## src/srlt_ram.sv

```systemverilog
// Generic single-port synchronous RAM, registered read.
// No dependencies.
module srlt_ram #(
	parameter int WIDTH = 8,
	parameter int DEPTH = 16,
	parameter int AW = (DEPTH > 1) ? $clog2(DEPTH) : 1
) (
	input  logic             clk,
	input  logic             we,
	input  logic [AW-1:0]    addr,
	input  logic [WIDTH-1:0] wdata,
	output logic [WIDTH-1:0] rdata
);
	logic [WIDTH-1:0] mem [DEPTH];

	always_ff @(posedge clk) begin
		if (we) begin
			mem[addr] <= wdata;
		end
		rdata <= mem[addr];
	end
endmodule

```

## config.mk

```make
export PLATFORM = sky130hd
export DESIGN_NAME = srlt_ram
export DESIGN_NICKNAME = d
export VERILOG_FILES = /design/src/srlt_ram.sv
export SDC_FILE = /design/constraint.sdc
export NUM_CORES = 1
export LEC_CHECK = 0
export ABC_AREA = 1
export BUFFER_PORTS_ARGS = -buffer_cell sky130_fd_sc_hd__buf_4
export CAP_MARGIN = 20
export CORE_MARGIN = 10
export CORE_UTILIZATION = 60
export DETAILED_ROUTE_END_ITERATION = 10
export GPL_TIMING_DRIVEN = 0
export PLACE_DENSITY_LB_ADDON = 0.05
export SLEW_MARGIN = 30
export SYNTH_ARGS = -nofsm -noshare
export SYNTH_HDL_FRONTEND = slang
export SYNTH_SLANG_ARGS = --single-unit
```

## constraint.sdc

```tcl
create_clock -name clk -period 1.8 [get_ports clk]
set_clock_uncertainty 0.15 [all_clocks]
set_input_delay 0.09 -clock clk [delete_from_list [all_inputs] [get_ports clk]]
set_output_delay 0.09 -clock clk [all_outputs]
set_load 0.03 [all_outputs]
```

==> results.json <==
{
  "ys_ff_latch": 136,
  "synthAdderAreaFrac_pct": 0,
  "cts_tree": "built",
  "path_buf_inv": 2,
  "synthTopCellsByCount": "nand2_1, edfxtp_1, inv_1",
  "min-delay-start": "addr[1]",
  "drt_first_pass_iters": 5,
  "ant_nets": 0,
  "slowest_stage": "nor2_1",
  "critPathMaxStageDelay_ps": 660,
  "muxShareOfSynthArea_pct": 0,
  "h-tree-depth": 4,
  "p_per_area_mw_per_mm2": 1139,
  "grt_max_degree": 17,
  "grt_pass1_wl_mm": 20.39,
  "grt_overflow_total": 0,
  "leakage_nw": 2.859,
  "synth_top_family_by_area": "simple AND/OR/NAND/NOR gates",
  "hpwlAfterDp_mm": 8.054,
  "synth-simple-area-share_pct": 24.79,
  "timing.rr.end": "rdata[5]$_DFF_P_",
  "drc_errors": 0,
  "worstRegToRegCells": 9,
  "postCtsSetupBuffers": 0,
  "antennaDiodeCount": 0,
  "hold_class": "input pin to flop",
  "dpl_cell_area_mm2": 0.005882,
  "core_mm2": 0.009153,
  "crit_path_cell_trace": "buf_2 -> clkbuf_1 -> nand3_1 -> nor2_1",
  "die_y_um": 116.5,
  "finalSetupTns_ps": 0,
  "grtUsageTotal_pct": 20.63,
  "tightestPinTransition_ps": 777.2,
  "cts_sinks": 136,
  "synth-edff-count": 128,
  "die_area_mm2": 0.01358,
  "rsz0062_at_grt": "no",
  "synth_compound_area_share_pct": 0,
  "worstReg2RegStart": "mem[6][5]$_DFFE_PP_",
  "stdcell_area_mm2": 0.006615,
  "portBuffers": 20,
  "synth_area_mm2": 0.005593,
  "synth_area_leaders": "edfxtp_1, nand2_1, dfxtp_1",
  "ys.flop_type": "edfxtp_1",
  "fmax_ghz": 0.5964,
  "layout-drive-gt1-share_pct": 11.40,
  "yosysTopAreaCell": "edfxtp_1",
  "crit_required_ps": 1800,
  "grt_antenna_before_repair": 0,
  "final-setup-viol-count": 0,
  "critPathLaunchType": "input pin",
  "fin_util_pct": 72.28,
  "yosysWarningCount": 0,
  "vdd_drop_max_mv": 0.8026,
  "synthXorXnorAreaFrac_pct": 0,
  "nNetsFinal": 615,
  "total_power_mw": 7.537,
  "wl_per_cell_um": 17.70,
  "cts_root_buf": "clkbuf_8",
  "vias": 3878,
  "area_delta_synth_final_pct": 18.28,
  "ys_types": 11,
  "yosysTopAreaCellShare_pct": 68.72,
  "first_global_vias": 3867,
  "timing.reg2reg.setup_slack_ps": 190,
  "whs_endpoint": "rdata[0]$_DFF_P_",
  "critPathKind": "input pin to flop",
  "die_w_um": 116.5,
  "post-route-min-period_ps": 1677,
  "fin_crit_sh_pct": 93.15,
  "clk_latency_ps": 520,
  "cpLargestDelayFamily": "simple AND/OR/NAND/NOR gates",
  "initial_core_util_pct": 61.11,
  "ys_seq_area_share_pct": 71.59,
  "drv_slew": 0,
  "cp-end-kind": "flop",
  "via_per_inst": 5.349,
  "status": "finished clean",
  "clk_pin_slew_ps": 60,
  "synthArstFlopShare_pct": 0,
  "rows": 35,
  "ioPinCount": 22,
  "drt_iter0_drc": 408,
  "synth_nets": 562,
  "drv_cap": 0,
  "clk_path_buf_depth": 2,
  "hold_viol_final": 0,
  "numCtsBuffers": 17,
  "whs_path_depth": 7,
  "routed_wl_mm": 12.83,
  "crit_path_max_fanout": 10,
  "slew_headroom_pct": 48.00,
  "yosysMostFrequentCell": "nand2_1",
  "arrival_ps": 1680,
  "avgSynthCellArea_um2": 10.21,
  "synthCells": 548,
  "globalplace.congestion": 0.8790
}
[how the worst max path moves through the flow]
stage	from	to	cells after the start
2_1_floorplan	addr[1]	mem[3][0]$_DFFE_PP_	4
3_5_place_dp	addr[1]	mem[10][1]$_DFFE_PP_	4
6_report	addr[1]	mem[2][5]$_DFFE_PP_	4
4_1_cts	addr[1]	mem[10][1]$_DFFE_PP_	4
3_3_place_gp	addr[1]	mem[3][3]$_DFFE_PP_	4
5_1_grt	addr[1]	mem[11][0]$_DFFE_PP_	4
[sequential cells by signal (all words and copies together) (netlist names)]
signal and count:
mem 128, rdata 8
[per-layer routing]
metal  track usage [%]  wire [µm]  share of wire (%)  vias to the layer above
met3             4.520        967                7.5                       38
met1             25.80       5182                 40                     1806
met5                 0          0                  0                        -
met2             33.82       6311                 49                      176
li1                  -          -                  -                     1858
met4             9.226        369                2.9                        0
[cell type report]
class | count | area (µm²)
sequential | 136 | 4004
fill | 650 | 2537
multi-input combinational | 368 | 1389
clock buffer | 18 | 417.9
timing repair buffer | 34 | 290.3
clock inverter | 14 | 172.7
tap | 111 | 138.9
buffer | 21 | 116.4
inverter | 23 | 86.33
[through the flow]
step	setup slack, ps	hold WS, ps	instances
after floorplan	182.8	38.87	548
after global placement	-303.1	289.6	679
after detailed placement	-412.8	295.9	679
after CTS	140.4	13.18	725
after global routing	30.50	52.50	725
final	123.3	21.78	725
[timing repair]
action,CTS,global route
endpoints found under the hold margin,136,0
gates resized for setup,0,1
hold buffers,14,0
setup endpoints to repair,0,8
[kinds of logic after synthesis]
kind of cell	Yosys count
flops	136
buf+inv	44
simple gates	368
[cell usage in the layout, fill, tap and decap left out]
master	Yosys	layout
nand2_1	346	346
inv_6	0	4
clkbuf_16	0	16
clkinv_4	0	1
inv_2	1	1
clkbuf_1	3	4
inv_1	21	21
dfxtp_1	8	8
nor2_1	18	17
edfxtp_1	128	128
nand3_1	4	4
clkbuf_8	0	1
dlygate4sd3_1	0	14
nor2_2	0	1
clkinvlp_4	0	4
buf_2	12	12
bufinv_16	0	3
clkinv_2	0	1
buf_4	6	26
clkinv_1	1	2
[worst register-to-register path: stages (launching register included)]
cell and delay (ps):
edfxtp_1 360, nand2_1 80, nand2_1 70, nand2_1 70, nand2_1 60, nand2_1 50, nand2_1 50, dlygate4sd3_1 540
inv_1 60, nand2_1 40
[report_power, final]
group	leakage (nW)	switching [mW]	internal, mW
Combinational	1.36	0.363	0.162
Sequential	1.22	0.0193	3.54
Clock	0.276	1.33	2.12
Total	2.86	1.71	5.82
Power figures use the tool's default switching activity.
