--- config.mk ---
export PLATFORM = sky130hd
export DESIGN_NAME = srlt_calc
export DESIGN_NICKNAME = d
export VERILOG_FILES = /design/src/srlt_pkg.sv /design/src/srlt_calc.sv
export SDC_FILE = /design/constraint.sdc
export NUM_CORES = 1
export LEC_CHECK = 0
export ABC_AREA = 1
export ABC_CLOCK_PERIOD_IN_PS = 8000
export BUFFER_PORTS_ARGS = -buffer_cell sky130_fd_sc_hd__buf_2
export CELL_PAD_IN_SITES_DETAIL_PLACEMENT = 0
export CELL_PAD_IN_SITES_GLOBAL_PLACEMENT = 1
export CORE_ASPECT_RATIO = 0.7
export CORE_MARGIN = 5
export CORE_UTILIZATION = 48
export DETAILED_ROUTE_END_ITERATION = 16
export PLACE_DENSITY = 0.89
export SKIP_CTS_REPAIR_TIMING = 1
export SYNTH_ARGS = -nofsm -noshare
export SYNTH_HDL_FRONTEND = slang
export SYNTH_SLANG_ARGS = --single-unit
--- constraint.sdc ---
create_clock -name clk -period 8 [get_ports clk]
set_clock_uncertainty 0.1 [all_clocks]
set_input_delay 0.4 -clock clk [delete_from_list [all_inputs] [get_ports clk]]
set_output_delay 0.4 -clock clk [all_outputs]
set_load 0.03 [all_outputs]
--- src/srlt_pkg.sv ---
// Package for the slice resource-block limit table.
// Holds request/result types, action and policy codes, table sizes and entry layouts.
// No dependencies.
package srlt_pkg;

	localparam int SLICE_ENTRIES = 16;
	localparam int UE_ENTRIES    = 64;
	localparam int SLICE_AW      = (SLICE_ENTRIES > 1) ? $clog2(SLICE_ENTRIES) : 1;
	localparam int UE_AW         = (UE_ENTRIES > 1) ? $clog2(UE_ENTRIES) : 1;

	localparam logic [2:0] ACT_LOOKUP = 3'd0;
	localparam logic [2:0] ACT_ADD    = 3'd1;
	localparam logic [2:0] ACT_DEL    = 3'd2;
	localparam logic [2:0] ACT_ASSOC  = 3'd3;
	localparam logic [2:0] ACT_UNLINK = 3'd4;

	localparam logic [1:0] POL_NVS    = 2'd0;
	localparam logic [1:0] POL_STATIC = 2'd1;
	localparam logic [1:0] POL_MINMAX = 2'd2;
	localparam logic [1:0] POL_NONE   = 2'd3;

	typedef struct packed {
		logic [2:0]  action;
		logic [15:0] ue_id;
		logic [31:0] slice_key;
		logic [1:0]  algorithm;
		logic [8:0]  bandwidth_part_rbs;
		logic [16:0] reserved_share;
		logic [8:0]  range_first;
		logic [8:0]  range_last;
		logic [16:0] least_share;
		logic [16:0] most_share;
	} req_t;

	typedef struct packed {
		logic [8:0] max_blocks;
		logic [8:0] min_blocks;
		logic [8:0] static_low;
		logic [8:0] static_high;
		logic       static_found;
		logic       slice_found;
		logic       op_done;
	} rsp_t;

	typedef struct packed {
		logic [31:0] ident;
		logic [1:0]  policy;
		logic [16:0] most;
		logic [16:0] least;
		logic [16:0] reserved;
		logic [8:0]  last;
		logic [8:0]  first;
	} slice_ent_t;

	typedef struct packed {
		logic [15:0] rnti;
		logic [31:0] slice;
	} ue_ent_t;

	localparam int SLICE_W = $bits(slice_ent_t);
	localparam int UE_W    = $bits(ue_ent_t);

	// (rbs * share) >> 16, saturated to 9 bits
	function automatic logic [8:0] sat9(input logic [25:0] prod);
		logic [9:0] hi;
		hi = prod[25:16];
		return (hi > 10'd511) ? 9'd511 : hi[8:0];
	endfunction

endpackage

--- src/srlt_calc.sv ---
// Limit arithmetic for one looked-up slice entry: registered multiplies.
// Depends on srlt_pkg.
module srlt_calc (
	input  logic                  clk,
	input  logic                  load,
	input  srlt_pkg::slice_ent_t  ent,
	input  logic [8:0]            rbs,
	output srlt_pkg::rsp_t        rsp
);
	logic [25:0] pmax_q, pmin_q;
	logic [1:0]  pol_q;
	logic [8:0]  lo_q, hi_q;
	logic [8:0]  mx;
	logic [9:0]  span;

	always_ff @(posedge clk) begin
		if (load) begin
			pmax_q <= rbs * ((ent.policy == srlt_pkg::POL_MINMAX) ? ent.most : ent.reserved);
			pmin_q <= rbs * ent.least;
			pol_q  <= ent.policy;
			lo_q   <= ent.first;
			hi_q   <= ent.last;
		end
	end

	always_comb begin
		rsp = '0;
		rsp.slice_found = 1'b1;
		mx = srlt_pkg::sat9(pmax_q);
		span = {1'b0, hi_q} - {1'b0, lo_q} + 10'd1;
		unique case (pol_q)
			srlt_pkg::POL_NVS: rsp.max_blocks = (mx == 9'd0) ? 9'd1 : mx;
			srlt_pkg::POL_STATIC: begin
				rsp.max_blocks   = (hi_q >= lo_q) ? ((span > 10'd511) ? 9'd511 : span[8:0]) : 9'd0;
				rsp.static_low   = lo_q;
				rsp.static_high  = hi_q;
				rsp.static_found = 1'b1;
			end
			srlt_pkg::POL_MINMAX: begin
				rsp.max_blocks = (mx == 9'd0) ? 9'd1 : mx;
				rsp.min_blocks = srlt_pkg::sat9(pmin_q);
			end
			default: ;
		endcase
	end
endmodule

==> reports/metrics.csv, run 1 <==
stage;metric;value;unit
cts;deepest clock path buffer count;2;
placed_design;detailed placement HPWL;25.95;mm
synth;ys flop type;edfxtp_1;
global_route;initial antenna violation count;0;
floorplanning;site row count;48;
sta;RSZ-0062 raised after global routing;no;
synth;Async SR Flop Fraction;0;%
setup_path;worst-path fanout max;32;
synth;post-synth cell types;42;
synth;Post-synth EDFFs;40;
final_layout;Area growth syn-to-layout;7.766;%
drt;vias per cell;4.997;
final_layout;fillcell total;2480;
setup_path;Critical Path End Type;flop;
run;MaxCap Viol Count;0;
final_layout;final instance area;13060;µm²
synth;total nets after synthesis;2079;
drt;First DRT Iteration DRCs;665;
synth;YS warnings;0;
sta;Worst slew margin;35.02;%
synth;Synth Instances;1648;
cts;CTS root buf;clkbuf_16;
sta;Final Max Slew Viols;0;
sta;worst slew pin tran;0.9747;ns
final_layout;Final nets;2149;
hold_path;Hold Path Sink;lo_q[2]$_DFFE_PP_;
drt;Routed Antenna Nets;0;
final_layout;antenna cells;0;
sta;fin crit period;5.498;ns
cts;CTS clk-pin slew, worst paths;0.07;ns
setup_path;crit path DAT;5.44;ns
floorplanning;Die W;199.9;µm
placed_design;PortBufs;118;
sta;Final Hold Viols;0;
synth;Avg Inst Size Synth;7.352;µm²
global_route;vias in the first global route;10520;
global_route;largest net degree at the start of global routing;41;
placed_design;Area after DPL;12890;µm²
floorplanning;# IOs;153;
setup_path;Req. time, crit path;7.94;ns
hold_path;start point of the worst hold path;ent[2];
synth;post-synth design cell area;12120;µm²
global_route;GR Overflow Total;0;
setup_path;startpoint types;input pin;
cts;TritonCTS clock tree;yes;
power_and_ir_drop;Static Leak;0.007775;µW
cts;CTS buffer count;5;
global_route;total global-route track usage;23.03;%
hold_path;HP Class;input pin to flop;
drt;Via Count;10210;
drt;# DRC;0;
placed_design;Final Wtd Congestion;0.8949;
floorplanning;Initial Utilization;48.96;%
drt;Routed WL;31.15;mm
sta;fmax;181.9;MHz
power_and_ir_drop;VDD IR-drop max;191.7;µV
drt;TritonRoute pass-1 iters;5;
floorplanning;die footprint;28570;µm²
sta;final setup fails;0;
global_route;first-pass GRT wire length;52.94;mm
final_layout;share of layout cells above drive strength 1;8.144;%
floorplanning;core box area;24740;µm²
cts;CTS Sinks;40;
cts;H-tree levels;2;
hold_path;hold path depth;1;
sta;crit share post-route;68.73;%
setup_path;critical path type;input pin to flop;
power_and_ir_drop;Cell Pwr Density;320.1;nW/µm²
drt;Wirelength per Cell;15.24;µm
synth;Yosys reg bits;40;
run_status;outcome;finished clean;
floorplanning;Die H;142.9;µm
synth;sequential-to-total area share from yosys stat;9.914;%
sta;setup TNS;0;ns
-- cell usage in the layout, fill, tap and decap left out, drive strengths merged, types with 10 or more instances in the layout --
cell type | netlist | layout
nand4 | 11 | 11
nor2 | 182 | 182
inv | 460 | 460
a21oi | 39 | 39
edfxtp | 40 | 40
nand3 | 37 | 37
nand2 | 385 | 385
xor2 | 15 | 15
ha | 103 | 103
o21ai | 52 | 52
fa | 214 | 214
a21o | 10 | 10
buf | 19 | 119
-- state kept, by name, summed over array words and instances, names as in the netlist --
| name | flops |
|---|---|
| lo_q | 9 |
| pmin_q | 10 |
| pol_q | 2 |
| hi_q | 9 |
| pmax_q | 10 |
-- cells by family (layout without fill, tap and decap cells) --
| group | Yosys count | in the layout | synth area share [%] |
|---|---|---|---|
| DFF | 40 | 40 | 9.914 |
| xor gates and xnor gates | 19 | 19 | 1.436 |
| and+or+nand+nor | 633 | 633 | 20.79 |
| AOI/OAI and AO/OA | 120 | 120 | 5.608 |
| adders and majority gates | 317 | 317 | 46.00 |
| other | 2 | 2 | 0.06199 |
| buffers and inverters | 517 | 588 | 16.19 |
-- stage by stage --
step                worst slack (ns)  instances  hold slack [ns]  power (µW)  utilization [%]
floorplan                      3.316       1648           0.3989        2979                -
global placement               2.316       2036           0.4769        3864            52.09
detailed placement             2.247       2036           0.4781        3899            52.09
CTS                            2.550       2044           0.1559        4173            52.77
global route                   2.119       2044           0.1571        4754            52.77
finish                         2.502       2044           0.1656        4180            52.77
-- final cells by class --
cell class              count  area (µm²)  share of cell area [%]
multi-input cells        1091        8952                   68.57
inverters                 461        1730                   13.25
clock inverters             3       42.54                  0.3258
flip-flops and latches     40        1201                   9.200
well taps                 325       406.6                   3.115
repair buffers            119       598.1                   4.581
clock buffers               5       125.1                  0.9583
-- cells in the mapped netlist, types with 8 or more instances --
cell type,number,share of area [%]
a21o_1,10,0.62
a21oi_1,39,1.6
buf_1,10,0.31
clkbuf_1,37,1.1
edfxtp_1,40,9.9
fa_1,214,35
ha_1,103,11
inv_1,458,14
nand2_1,378,12
nand3_1,37,1.5
nand4_1,11,0.57
nor2_1,181,5.6
nor3_1,8,0.33
o21ai_0,36,1.5
o21ai_1,15,0.62
xor2_1,15,1.1
-- worst max-delay path, stage by stage --
cell and delay, ns:
buf_2 0.11, inv_2 0.06, nand2_2 0.33, o21ai_1 0.70
inv_1 0.18, nand2_1 0.13, fa_1 0.45, inv_1 0.10
fa_1 0.45, fa_1 0.56, inv_1 0.05, fa_1 0.51
inv_1 0.05, ha_1 0.36, nand2_1 0.11, nor2_1 0.20
inv_1 0.08, nor3_1 0.29, nand4_1 0.14, nand2_1 0.09
xor2_1 0.06
-- power breakdown --
group          internal [µW]  switching, µW
clock network            147           94.8
registers                372           30.6
logic                   1250           2280
-- worst max path at each step --
stage                        from              endpoint  slack, ns  cells past startpoint
after floorplan           ent[69]  pmax_q[20]$_DFFE_PP_       3.32                     20
after detailed placement  ent[69]  pmax_q[22]$_DFFE_PP_       2.25                     21
final                     ent[69]  pmax_q[22]$_DFFE_PP_       2.50                     21
after global routing      ent[69]  pmax_q[22]$_DFFE_PP_       2.12                     21
after global placement    ent[69]  pmax_q[22]$_DFFE_PP_       2.32                     21
after CTS                 ent[69]  pmax_q[22]$_DFFE_PP_       2.55                     21
-- metal layers --
layer | global-route usage (%) | up-vias | share of wire, %
met4 | 2.572 | 0 | 0.81
met2 | 34.68 | 310 | 42
met5 | 0.5051 | - | 0
met1 | 35.28 | 4938 | 50
met3 | 5.118 | 27 | 7.7
li1 | - | 4938 | -
Note: power is estimated with default switching activity, not from simulation.
==> run 2, diff against run 1 <==
--- a/config.mk
+++ b/config.mk
@@ -6,15 +6,15 @@
 export NUM_CORES = 1
 export LEC_CHECK = 0
 export ABC_AREA = 1
-export ABC_CLOCK_PERIOD_IN_PS = 8000
+export ABC_CLOCK_PERIOD_IN_PS = 5330
 export BUFFER_PORTS_ARGS = -buffer_cell sky130_fd_sc_hd__buf_2
 export CELL_PAD_IN_SITES_DETAIL_PLACEMENT = 0
 export CELL_PAD_IN_SITES_GLOBAL_PLACEMENT = 1
 export CORE_ASPECT_RATIO = 0.7
 export CORE_MARGIN = 5
-export CORE_UTILIZATION = 48
+export CORE_UTILIZATION = 45
 export DETAILED_ROUTE_END_ITERATION = 16
-export PLACE_DENSITY = 0.89
+export PLACE_DENSITY = 0.84
 export SKIP_CTS_REPAIR_TIMING = 1
 export SYNTH_ARGS = -nofsm -noshare
 export SYNTH_HDL_FRONTEND = slang
==> constraint.sdc (replaced) <==
create_clock -name clk -period 5.33 [get_ports clk]
set_clock_uncertainty 0.1 [all_clocks]
set_input_delay 0.2665 -clock clk [delete_from_list [all_inputs] [get_ports clk]]
set_output_delay 0.2665 -clock clk [all_outputs]
set_load 0.03 [all_outputs]
==> reports/metrics.csv, run 2 (synthesis gave the netlist of run 1 again) <==
stage;metric;value;unit;change
floorplanning;die footprint;30360;µm²;+6.3%
cts;CTS clk-pin slew, worst paths;0.07;ns;about the same
setup_path;Critical Path End Type;flop;;
global_route;total global-route track usage;22.09;%;-0.94 points
final_layout;share of layout cells above drive strength 1;10.34;%;+2.2 points
placed_design;detailed placement HPWL;27.63;mm;+6.5%
sta;Final Max Slew Viols;0;;unchanged
placed_design;PortBufs;118;;unchanged
final_layout;Area growth syn-to-layout;10.81;%;
sta;final setup fails;0;;unchanged
cts;CTS buffer count;5;;unchanged
final_layout;multi-input logic area;8952;µm²;unchanged
sta;RSZ-0062 raised after global routing;no;;
hold_path;HP Class;input pin to flop;;
global_route;first-pass GRT wire length;54.56;mm;+3.1%
drt;First DRT Iteration DRCs;579;;-13%
cts;deepest clock path buffer count;2;;unchanged
setup_path;startpoint types;input pin;;
cts;TritonCTS clock tree;yes;;
sta;fin crit period;4.992;ns;
floorplanning;# IOs;153;;unchanged
run_status;outcome;finished clean;;
sta;Worst slew margin;36.41;%;+1.4 points
drt;Wirelength per Cell;15.05;µm;-1.3%
setup_path;crit path DAT;4.95;ns;-0.49 ns
global_route;GR Overflow Total;0;;unchanged
drt;vias per cell;4.865;;-2.6%
cts;CTS root buf;clkbuf_16;;
setup_path;worst-path fanout max;11;;-66%
floorplanning;Die H;147.3;µm;+3.1%
global_route;initial antenna violation count;2;;+2
sta;crit share post-route;93.66;%;
final_layout;fillcell total;2726;;+9.9%
sta;Final Hold Viols;0;;unchanged
cts;CTS Sinks;40;;unchanged
floorplanning;Initial Utilization;45.46;%;-3.5 points
sta;worst slew pin tran;0.9538;ns;-0.02083 ns
power_and_ir_drop;Static Leak;0.007977;µW;+2.6%
final_layout;final core occ;50.38;%;-2.4 points
drt;wire length on met1;16.05;mm;+3.7%
final_layout;most common cell after layout, fill and taps aside;inv_1;;
final_layout;Seq. cell area;1201;µm²;unchanged
drt;TritonRoute pass-1 iters;5;;unchanged
run;MaxCap Viol Count;0;;unchanged
cts;H-tree levels;2;;unchanged
power_and_ir_drop;VDD IR-drop max;275.6;µV;+44%
drt;Routed Antenna Nets;0;;unchanged
placed_design;Final Wtd Congestion;0.9121;;+1.9%
global_route;largest net degree at the start of global routing;41;;unchanged
global_route;vias in the first global route;10680;;+1.5%
sta;fmax;200.3;MHz;
power_and_ir_drop;Cell Pwr Density;471.0;nW/µm²;+47%
final_layout;Final nets;2191;;+2.0%
drt;Top Layer Used;met4;;
setup_path;Req. time, crit path;5.29;ns;-2.65 ns
drt;# DRC;0;;unchanged
setup_path;critical path type;input pin to flop;;
drt;wire length on met2;13.21;mm;+1.3%
drt;Routed WL;32.01;mm;+2.8%
drt;met3 wire len;2.475;mm;+3.4%
sta;setup TNS;0;ns;unchanged
floorplanning;Die W;206.1;µm;+3.1%
drt;Via Count;10350;;+1.3%
final_layout;Top Registers;pmax_q: 10 flops, pmin_q: 10 flops;;
floorplanning;core box area;26650;µm²;+7.7%
floorplanning;site row count;50;;+4.2%
final_layout;commonest cells after routing, fill and taps aside;inv_1, nand2_1, fa_1;;
[run 2: cell types whose count changed in the layout (fill, tap and decap cells not counted)]
| cell | change |
|---|---|
| diode_2 | +2 |
| buf_4 | +42 |
[run 2: area by class of cell]
type	count	share of cell area, %
antenna	2	0.03728
clock buffer	5	0.9320
clock inverter	3	0.3169
inverter	461	12.89
multi-input combinational	1091	66.68
sequential	40	8.947
tap	364	3.392
timing repair buffer	161	6.803
[run 2: power breakdown]
part	total, µW	switching [µW]	internal [µW]	leakage (µW)
Clock	360	139	221	0.0000814
Combinational	5360	3420	1940	0.00750
Sequential	599	41.5	558	0.000391
Total	6320	3600	2720	0.00798
[run 2: final timing paths]
kind / from / endpoint / slack [ns] / depth (start not counted)
hold / removal: ent[5] / lo_q[5]$_DFFE_PP_ / 0.05 / 1
setup / recovery: ent[69] / pmax_q[25]$_DFFE_PP_ / 0.34 / 26
[run 2: through the flow]
step	area (µm²)	total power [µW]	hold WS [ns]	worst slack, ns	instances
global route	13430	7155	0.03304	0.0002545	2127
global placement	13250	5872	0.3441	0.1082	2117
detailed placement	13250	5905	0.3446	0.05456	2117
finish	13430	6324	0.04569	0.3381	2127
CTS	13420	6315	0.03688	0.3409	2125
floorplan	12120	4472	0.2654	0.7794	1648
[run 2: critical path, stage by stage]
cell,delay [ns]
buf_2,0.10
inv_2,0.04
nand2_2,0.29
buf_4,0.23
nand2_1,0.06
o21ai_1,0.27
inv_1,0.19
nand2_1,0.11
fa_1,0.41
inv_1,0.09
fa_1,0.44
fa_1,0.54
inv_1,0.05
fa_1,0.47
inv_1,0.04
ha_1,0.32
nand2_1,0.08
nand2_1,0.06
inv_1,0.10
nor2_1,0.05
nor2_1,0.20
o21ai_0,0.16
a21oi_1,0.20
nand2_1,0.07
nand2_1,0.06
nand2_1,0.04
[run 2: routing by layer]
metal / global-route usage (%) / up-vias
li1: - / 5028
met4: 2.992 / 0
met1: 35.37 / 4989
met5: 0 / -
met3: 3.839 / 27
met2: 31.90 / 303
